--- config.mk ---
export PLATFORM = sky130hd
export DESIGN_NAME = lock_table_revoke_retry_flat
export DESIGN_NICKNAME = d
export VERILOG_FILES = /design/src/ltrr_pkg.sv /design/src/ltrr_if.sv /design/src/ltrr_ctrl.sv /design/src/ltrr_datapath.sv /design/src/lock_table_revoke_retry.sv /design/src/flat_wrapper.sv
export SDC_FILE = /design/constraint.sdc
export NUM_CORES = 1
export LEC_CHECK = 0
export ABC_CLOCK_PERIOD_IN_PS = 4800
export BUFFER_PORTS_ARGS = -buffer_cell sky130_fd_sc_hd__buf_2
export CORE_MARGIN = 3
export CORE_UTILIZATION = 54
export DETAILED_ROUTE_END_ITERATION = 10
export PLACE_DENSITY_LB_ADDON = 0.3
export SLEW_MARGIN = 20
export SYNTH_ARGS = -nofsm -noshare
export SYNTH_HDL_FRONTEND = slang
export SYNTH_SLANG_ARGS = --single-unit
--- constraint.sdc ---
create_clock -name clk -period 4.8 [get_ports clk]
set_clock_uncertainty 0.15 [all_clocks]
set_input_delay 0.96 -clock clk [delete_from_list [all_inputs] [get_ports clk]]
set_output_delay 0.96 -clock clk [all_outputs]
set_load 0.02 [all_outputs]
--- src/ltrr_pkg.sv ---
// Shared types and constants for the lock table with revoke and retry messages.
// No dependencies; every other file of the block imports this package.
package ltrr_pkg;

	localparam int NUM_LOCKS   = 64;
	localparam int NUM_CLIENTS = 16;

	// Field widths of the request and message channels
	localparam int CLIENT_W = 4;
	localparam int LOCK_W   = 6;
	localparam int KIND_W   = 2;
	localparam int STATUS_W = 2;

	// Index widths into the per-lock table and the waiter bitmap
	localparam int LOCK_AW = $clog2(NUM_LOCKS);
	localparam int CLI_AW  = $clog2(NUM_CLIENTS);

	localparam logic ACT_ACQUIRE = 1'b0;
	localparam logic ACT_RELEASE = 1'b1;

	typedef enum logic [KIND_W-1:0] {
		KIND_REPLY  = 2'd0,
		KIND_REVOKE = 2'd1,
		KIND_RETRY  = 2'd2
	} kind_t;

	typedef enum logic [STATUS_W-1:0] {
		ST_OK     = 2'd0,
		ST_RETRY  = 2'd1,
		ST_RPCERR = 2'd2,
		ST_NOENT  = 2'd3
	} status_t;

	typedef enum logic [1:0] {
		S_IDLE,
		S_REPLY,
		S_REVOKE,
		S_RETRY
	} state_t;

	// Controller to datapath
	typedef struct packed {
		logic idle;
		logic reply;
		logic revoke;
		logic retry;
	} cmd_t;

	// Datapath to controller
	typedef struct packed {
		logic accepted;
		logic out_free;
		logic need_revoke;
		logic has_retry;
		logic retry_more;
	} sts_t;

	// One row of the lock table held in memory
	typedef struct packed {
		logic                   revoked;
		logic [CLIENT_W-1:0]    owner;
		logic [NUM_CLIENTS-1:0] waiters;
	} entry_t;

endpackage

--- src/ltrr_if.sv ---
// Handshake channels of the lock table: configuration, request and message.
// Depends on ltrr_pkg for the field widths.
interface ltrr_cfg_if;
	import ltrr_pkg::*;
	logic valid;
	logic ready;
	logic is_primary;
	modport source (output valid, output is_primary, input ready);
	modport sink (input valid, input is_primary, output ready);
endinterface

interface ltrr_req_if;
	import ltrr_pkg::*;
	logic                valid;
	logic                ready;
	logic                action;
	logic [CLIENT_W-1:0] client_id;
	logic [LOCK_W-1:0]   lock_id;
	modport source (output valid, output action, output client_id, output lock_id, input ready);
	modport sink (input valid, input action, input client_id, input lock_id, output ready);
endinterface

interface ltrr_rsp_if;
	import ltrr_pkg::*;
	logic                valid;
	logic                ready;
	logic [KIND_W-1:0]   msg_kind;
	logic [STATUS_W-1:0] status;
	logic [CLIENT_W-1:0] target_client;
	logic [LOCK_W-1:0]   msg_lock;
	logic                last;
	modport source (output valid, output msg_kind, output status, output target_client,
		output msg_lock, output last, input ready);
	modport sink (input valid, input msg_kind, input status, input target_client,
		input msg_lock, input last, output ready);
endinterface

--- src/ltrr_ctrl.sv ---
// Sequencing controller of the lock table: reply, then revoke or retry messages.
// Depends on ltrr_pkg for the state, command and status types.
module ltrr_ctrl (
	input  logic          clk,
	input  logic          arst_n,
	input  ltrr_pkg::sts_t sts,
	output ltrr_pkg::cmd_t cmd
);
	import ltrr_pkg::*;

	state_t state_q;
	state_t state_d;

	always_ff @(posedge clk or negedge arst_n) begin
		if (!arst_n) begin
			state_q <= S_IDLE;
		end else begin
			state_q <= state_d;
		end
	end

	always_comb begin
		state_d = state_q;
		case (state_q)
			S_IDLE: begin
				if (sts.accepted) state_d = S_REPLY;
			end
			S_REPLY: begin
				if (sts.out_free) begin
					if (sts.need_revoke) state_d = S_REVOKE;
					else if (sts.has_retry) state_d = S_RETRY;
					else state_d = S_IDLE;
				end
			end
			S_REVOKE: begin
				if (sts.out_free) state_d = S_IDLE;
			end
			S_RETRY: begin
				// stay until the last waiter has been sent
				if (sts.out_free && !sts.retry_more) state_d = S_IDLE;
			end
			default: begin
				state_d = S_IDLE;
			end
		endcase
	end

	always_comb begin
		cmd        = '0;
		cmd.idle   = (state_q == S_IDLE);
		cmd.reply  = (state_q == S_REPLY) && sts.out_free;
		cmd.revoke = (state_q == S_REVOKE) && sts.out_free;
		cmd.retry  = (state_q == S_RETRY) && sts.out_free;
	end

endmodule

--- src/ltrr_datapath.sv ---
// Datapath of the lock table: request capture, per-lock table, waiter scan
// and the message output register. Depends on ltrr_pkg and the channel interfaces.
module ltrr_datapath (
	input  logic           clk,
	input  logic           arst_n,
	ltrr_cfg_if.sink       cfg,
	ltrr_req_if.sink       req,
	ltrr_rsp_if.source     rsp,
	input  ltrr_pkg::cmd_t cmd,
	output ltrr_pkg::sts_t sts
);
	import ltrr_pkg::*;

	logic                   primary_q;
	logic                   act_q;
	logic [CLIENT_W-1:0]    cli_q;
	logic [LOCK_W-1:0]      lk_q;
	entry_t                 entry_q;
	entry_t                 mem_q [NUM_LOCKS];
	logic [NUM_LOCKS-1:0]   held_q;
	logic [NUM_CLIENTS-1:0] scan_q;

	logic                   out_valid_q;
	kind_t                  out_kind_q;
	status_t                out_status_q;
	logic [CLIENT_W-1:0]    out_target_q;
	logic [LOCK_W-1:0]      out_lock_q;
	logic                   out_last_q;

	logic                   capture;
	logic                   out_free;
	logic                   in_range;
	logic [LOCK_AW-1:0]     lk_idx;
	logic                   held;
	logic                   grant;
	logic                   queue;
	logic                   free_ok;
	logic                   need_revoke;
	logic                   has_retry;
	status_t                reply_status;
	logic [CLI_AW-1:0]      pick;
	logic [NUM_CLIENTS-1:0] scan_rest;
	logic [NUM_CLIENTS-1:0] cli_bit;

	assign cfg.ready = 1'b1;

	always_ff @(posedge clk or negedge arst_n) begin
		if (!arst_n) begin
			primary_q <= 1'b1;
		end else if (cfg.valid && cfg.ready) begin
			primary_q <= cfg.is_primary;
		end
	end

	assign req.ready = cmd.idle;
	assign capture   = req.valid && cmd.idle;

	// Capture the request and read its table row in the same edge
	always_ff @(posedge clk) begin
		if (capture) begin
			act_q   <= req.action;
			cli_q   <= req.client_id;
			lk_q    <= req.lock_id;
			entry_q <= mem_q[req.lock_id[LOCK_AW-1:0]];
		end
	end

	assign in_range = (32'(cli_q) < NUM_CLIENTS) && (32'(lk_q) < NUM_LOCKS);
	assign lk_idx   = lk_q[LOCK_AW-1:0];
	assign held     = held_q[lk_idx];
	assign cli_bit  = NUM_CLIENTS'(1) << cli_q[CLI_AW-1:0];

	assign grant   = primary_q && in_range && (act_q == ACT_ACQUIRE) && !held;
	assign queue   = primary_q && in_range && (act_q == ACT_ACQUIRE) && held;
	assign free_ok = primary_q && in_range && (act_q == ACT_RELEASE) && held
		&& (entry_q.owner == cli_q);

	assign need_revoke = queue && !entry_q.revoked;
	assign has_retry   = free_ok && (|entry_q.waiters);

	always_comb begin
		if (!primary_q) reply_status = ST_RPCERR;
		else if (grant || free_ok) reply_status = ST_OK;
		else if (queue) reply_status = ST_RETRY;
		else reply_status = ST_NOENT;
	end

	// Row update on the reply step; a grant wipes waiters and the revoke mark
	always_ff @(posedge clk) begin
		if (cmd.reply && grant) begin
			mem_q[lk_idx] <= '{revoked: 1'b0, owner: cli_q, waiters: '0};
		end else if (cmd.reply && queue) begin
			mem_q[lk_idx] <= '{revoked: 1'b1, owner: entry_q.owner,
				waiters: entry_q.waiters | cli_bit};
		end
	end

	always_ff @(posedge clk or negedge arst_n) begin
		if (!arst_n) begin
			held_q <= '0;
		end else if (cmd.reply && grant) begin
			held_q[lk_idx] <= 1'b1;
		end else if (cmd.reply && free_ok) begin
			held_q[lk_idx] <= 1'b0;
		end
	end

	// Lowest pending waiter first
	always_comb begin
		pick = '0;
		for (int i = NUM_CLIENTS - 1; i >= 0; i--) begin
			if (scan_q[i]) pick = CLI_AW'(i);
		end
	end

	assign scan_rest = scan_q & (scan_q - NUM_CLIENTS'(1));

	always_ff @(posedge clk) begin
		if (cmd.reply) begin
			scan_q <= entry_q.waiters;
		end else if (cmd.retry) begin
			scan_q <= scan_rest;
		end
	end

	assign out_free = !out_valid_q || rsp.ready;

	always_ff @(posedge clk or negedge arst_n) begin
		if (!arst_n) begin
			out_valid_q <= 1'b0;
		end else if (cmd.reply || cmd.revoke || cmd.retry) begin
			out_valid_q <= 1'b1;
		end else if (rsp.ready) begin
			out_valid_q <= 1'b0;
		end
	end

	always_ff @(posedge clk) begin
		if (cmd.reply) begin
			out_kind_q   <= KIND_REPLY;
			out_status_q <= reply_status;
			out_target_q <= cli_q;
			out_lock_q   <= lk_q;
			out_last_q   <= !(need_revoke || has_retry);
		end else if (cmd.revoke) begin
			out_kind_q   <= KIND_REVOKE;
			out_status_q <= ST_OK;
			out_target_q <= entry_q.owner;
			out_lock_q   <= lk_q;
			out_last_q   <= 1'b1;
		end else if (cmd.retry) begin
			out_kind_q   <= KIND_RETRY;
			out_status_q <= ST_OK;
			out_target_q <= CLIENT_W'(pick);
			out_lock_q   <= lk_q;
			out_last_q   <= !(|scan_rest);
		end
	end

	assign rsp.valid         = out_valid_q;
	assign rsp.msg_kind      = out_kind_q;
	assign rsp.status        = out_status_q;
	assign rsp.target_client = out_target_q;
	assign rsp.msg_lock      = out_lock_q;
	assign rsp.last          = out_last_q;

	always_comb begin
		sts             = '0;
		sts.accepted    = capture;
		sts.out_free    = out_free;
		sts.need_revoke = need_revoke;
		sts.has_retry   = has_retry;
		sts.retry_more  = |scan_rest;
	end

endmodule

--- src/lock_table_revoke_retry.sv ---
// Top level of the lock table with revoke and retry messages.
// Depends on ltrr_pkg, the channel interfaces, ltrr_ctrl and ltrr_datapath.
//
// One request is handled at a time. A request is taken in the idle state and
// its reply is loaded into the message register in the reply state, once
// that register is free; each revoke or retry message adds a step of its own,
// up to NUM_CLIENTS retries on a release with every client waiting. The per-lock
// row is read from a single-port memory at acceptance and written back on the
// reply step; retries are found by scanning the waiter bitmap one client per
// cycle. Back-pressure on the message channel stretches every step. After reset
// all locks are free and the primary flag is set; no clearing pass is needed.
module lock_table_revoke_retry (
	input  logic       clk,
	input  logic       arst_n,
	ltrr_cfg_if.sink   cfg,
	ltrr_req_if.sink   req,
	ltrr_rsp_if.source rsp
);
	import ltrr_pkg::*;

	cmd_t cmd;
	sts_t sts;

	ltrr_ctrl u_ctrl (
		.clk    (clk),
		.arst_n (arst_n),
		.sts    (sts),
		.cmd    (cmd)
	);

	ltrr_datapath u_dp (
		.clk    (clk),
		.arst_n (arst_n),
		.cfg    (cfg),
		.req    (req),
		.rsp    (rsp),
		.cmd    (cmd),
		.sts    (sts)
	);

endmodule

--- src/flat_wrapper.sv ---
// flat-port wrapper written by rule: the top's interface ports become plain ports
module lock_table_revoke_retry_flat import ltrr_pkg::*;
  (clk, arst_n, cfg_valid, cfg_is_primary, cfg_ready, req_valid, req_action, req_client_id, req_lock_id, req_ready, rsp_valid, rsp_msg_kind, rsp_status, rsp_target_client, rsp_msg_lock, rsp_last, rsp_ready);
  ltrr_cfg_if cfg_i ();
  ltrr_req_if req_i ();
  ltrr_rsp_if rsp_i ();
  input  logic clk;
  input  logic arst_n;
  input wire logic [$bits(cfg_i.valid)-1:0] cfg_valid;
  input wire logic [$bits(cfg_i.is_primary)-1:0] cfg_is_primary;
  output wire logic [$bits(cfg_i.ready)-1:0] cfg_ready;
  input wire logic [$bits(req_i.valid)-1:0] req_valid;
  input wire logic [$bits(req_i.action)-1:0] req_action;
  input wire logic [$bits(req_i.client_id)-1:0] req_client_id;
  input wire logic [$bits(req_i.lock_id)-1:0] req_lock_id;
  output wire logic [$bits(req_i.ready)-1:0] req_ready;
  output wire logic [$bits(rsp_i.valid)-1:0] rsp_valid;
  output wire logic [$bits(rsp_i.msg_kind)-1:0] rsp_msg_kind;
  output wire logic [$bits(rsp_i.status)-1:0] rsp_status;
  output wire logic [$bits(rsp_i.target_client)-1:0] rsp_target_client;
  output wire logic [$bits(rsp_i.msg_lock)-1:0] rsp_msg_lock;
  output wire logic [$bits(rsp_i.last)-1:0] rsp_last;
  input wire logic [$bits(rsp_i.ready)-1:0] rsp_ready;
  assign cfg_i.valid = cfg_valid;
  assign cfg_i.is_primary = cfg_is_primary;
  assign cfg_ready = cfg_i.ready;
  assign req_i.valid = req_valid;
  assign req_i.action = req_action;
  assign req_i.client_id = req_client_id;
  assign req_i.lock_id = req_lock_id;
  assign req_ready = req_i.ready;
  assign rsp_valid = rsp_i.valid;
  assign rsp_msg_kind = rsp_i.msg_kind;
  assign rsp_status = rsp_i.status;
  assign rsp_target_client = rsp_i.target_client;
  assign rsp_msg_lock = rsp_i.msg_lock;
  assign rsp_last = rsp_i.last;
  assign rsp_i.ready = rsp_ready;
  lock_table_revoke_retry u_core (.clk(clk), .arst_n(arst_n), .cfg(cfg_i), .req(req_i), .rsp(rsp_i));
endmodule
==> impl_metrics.tcl <==
set metrics [dict create \
    track_usage_pct 27.2 \
    fp-row-count 119 \
    powerDensity_mw_per_mm2 434 \
    arrival_ns 4.60 \
    ys.flop_type "edfxtp_1" \
    synth_cell_types 59 \
    ys_warn_count 0 \
    status "finished clean" \
    clk_latency_ns 0.75 \
    die_x_um 332 \
    grt_pass1_vias 29300 \
    ys_ff_latch 1475 \
    worstPathRequired_ns 5.11 \
    hold_viol_final 0 \
    synth_area_mm2 0.0575 \
    worst_pin_slew_ns 1.12 \
    antenna_found_initial 6 \
    grt_max_degree 71 \
    io_buffer_count 33 \
    fmax_mhz 233 \
    r2r_slack_ns 0.51 \
    synth_async_sr_flop_share_pct 4.61 \
    synthCells 2617 \
    syn_nets 2634 \
    leakage_nw 21.8 \
    cts-root-buf "clkbuf_16" \
    wl_mm 147 \
    nets 2833 \
    endpoint_kind "register" \
    cp_max_fo 33 \
    layout-area-overhead-vs-synth_pct 13.6 \
    maxSlewViolCount 0 \
    max_slew_margin_pct 24.8 \
    final_area_mm2 0.0653 \
    postCtsSetupBuffers 0 \
    wire_per_inst_um 34.0 \
    dieArea_mm2 0.110 \
    grt_overflow 0 \
    post_dp_cell_area_mm2 0.0606 \
    grt_pass1_wl_mm 213 \
    layout_common_cells "edfxtp_1, mux4_2, clkbuf_16" \
    r2r_cells 10 \
    setup.worst_path.start "u_core.u_dp.lk_idx[2]$_DFFE_PP_" \
    final_common_cell "edfxtp_1" \
    r2r_end "u_core.u_dp.mem_q[41][20]$_DFFE_PP_" \
    die_h_um 332 \
    ant_nets 0 \
    cts_tree "built" \
    tns_ns 0 \
    worst_setup_path_start_kind "register" \
    clock_path_buffers 3 \
    postSynthAreaPerCell_um2 22.0 \
    core-area_mm2 0.105 \
    drc 0 \
    synth_edf_count 1405 \
    gp_congestion 0.949 \
    min_period_over_period_pct 89.4 \
    cts_buffers 145 \
    ys_seq_area_share_pct 76.4 \
    setup-violations-final 0 \
    drt-initial-drc-count 4207 \
    vias_per_cell 6.73 \
    vdd_drop_max_mv 0.279 \
    first_pass_iters 10 \
    clkTransAtPathRegs_ns 0.06 \
    drv_cap 0 \
    start_util_pct 54.5 \
    drive_gt1_share_pct 32.0 \
    r2r-start "u_core.u_dp.lk_idx[2]$_DFFE_PP_" \
    ios 35 \
    rsz0062_at_grt "no" \
    cts_num_sinks 1475 \
    dp_hpwl_mm 84.0 \
    route.vias.total 29200 \
    fin_crit_ns 4.29 \
    crit_type "reg2reg" \
    holdCritPathClass "in2async" \
    h-tree-depth 4 \
]
-- worst max-delay path by stage --
stage                                           to  slack [ns]  cells after the start
2_1_floorplan   u_core.u_dp.mem_q[0][15]$_DFFE_PP_        0.26                      8
3_3_place_gp      u_core.u_dp.entry_q[2]$_DFFE_PP_        0.73                      5
3_5_place_dp   u_core.u_dp.mem_q[39][17]$_DFFE_PP_        0.66                      8
4_1_cts        u_core.u_dp.mem_q[42][17]$_DFFE_PP_        0.65                      8
5_1_grt        u_core.u_dp.mem_q[35][20]$_DFFE_PP_        0.34                     10
6_report       u_core.u_dp.mem_q[41][20]$_DFFE_PP_        0.51                     10
-- metal layers --
layer / track usage, % / vias to the layer above / part of all wire [%]
met1: 37.1 / 15400 / 36
li1: - / 11500 / -
met4: 11.2 / 4 / 4.4
met3: 7.06 / 342 / 11
met2: 42.4 / 1936 / 48
met5: 0 / - / 0.022
-- worst max-delay path: stages, from the launching register on --
cell and delay [ns]:
edfxtp_1 0.92, buf_4 0.33, mux2i_1 0.21, o21ai_0 0.10, a221o_1 0.38, a31oi_1 0.20, nand4_1 0.24, nand2_2 0.27
buf_12 0.26, clkinvlp_4 0.53, buf_12 0.38
-- state kept, by name, summed over array words and instances, names as in the netlist, named ones only --
signal and count:
u_core.u_dp.rsp.valid 1, u_core.u_dp.primary_q 1, u_core.u_dp.rsp.msg_kind 2, u_core.u_dp.lk_idx 6
u_core.u_dp.rsp.status 2, u_core.u_dp.act_q 1, u_core.u_dp.scan_q 16, u_core.u_dp.rsp.last 1
u_core.u_dp.cli_q 4, u_core.u_dp.rsp.msg_lock 6, u_core.u_dp.mem_q 1344, u_core.u_ctrl.state_q 2
u_core.u_dp.rsp.target_client 4, u_core.u_dp.entry_q 21
-- power by group --
| group | internal [W] | leakage (nW) | total (W) | switching (W) |
|---|---|---|---|---|
| Sequential | 0.0145 | 14.5 | 0.0149 | 0.000319 |
| Combinational | 0.000744 | 4.99 | 0.00232 | 0.00158 |
| Clock | 0.00640 | 2.28 | 0.0111 | 0.00473 |
| Total | 0.0217 | 21.8 | 0.0283 | 0.00662 |
-- metrics by stage --
step	power, W	setup slack [ns]	hold WS (ns)	util (%)	std cells
after global placement	0.0173	0.727	0.306	57.5	4060
after CTS	0.0284	0.652	0.209	61.9	4327
after detailed placement	0.0174	0.663	0.312	57.5	4060
after floorplan	0.0163	0.256	0.271	-	2617
after global routing	0.0291	0.336	0.235	61.9	4327
final	0.0283	0.507	0.220	61.9	4334
-- cells in the mapped netlist (7+ instances only) --
master | number | area share [%]
dfrtp_1 | 67 | 2.9
nor2b_1 | 11 | 0.12
nor2_1 | 160 | 1.0
nand2_1 | 55 | 0.36
clkbuf_1 | 86 | 0.56
a21oi_1 | 25 | 0.22
buf_2 | 39 | 0.34
nand2b_1 | 9 | 0.098
o21ai_0 | 138 | 1.2
nor4_1 | 7 | 0.076
mux2i_1 | 11 | 0.19
mux4_2 | 445 | 17
nand3_1 | 23 | 0.20
a2bb2oi_1 | 9 | 0.14
inv_1 | 11 | 0.072
buf_1 | 8 | 0.052
nor3_1 | 8 | 0.070
edfxtp_1 | 1405 | 73
mux2_2 | 10 | 0.20
a31oi_1 | 10 | 0.11
-- layout make-up --
class | count | area, µm²
Clock buffer | 182 | 3870
Clock inverter | 85 | 800
Fill cell | 6965 | 40100
Antenna cell | 7 | 17.5
Tap cell | 1391 | 1740
Multi-Input combinational cell | 988 | 13200
Inverter | 11 | 45.0
Timing Repair Buffer | 195 | 1710
Sequential cell | 1475 | 43900
-- cell families (layout without fill, tap and decap cells) --
family                     count (synthesis)  count (layout)  share of synthesized area (%)
buffers and inverters                    154             473                           1.19
adders and majority gates                  1               1                         0.0174
muxes                                    466             466                           17.8
other                                      1               8                        0.00652
AOI/OAI and AO/OA                        224             224                           2.28
xor gates and xnor gates                   4               4                         0.0610
DFF                                     1475            1475                           76.4
and+or+nand+nor                          292             292                           2.20
-- what timing repair did --
| item | in CTS | in global routing |
|---|---|---|
| endpoints found under the setup margin | 0 | 32 |
| hold buffers | 0 | 0 |
| gates resized for setup | 0 | 1 |
Note: power is estimated with default switching activity, not from simulation.
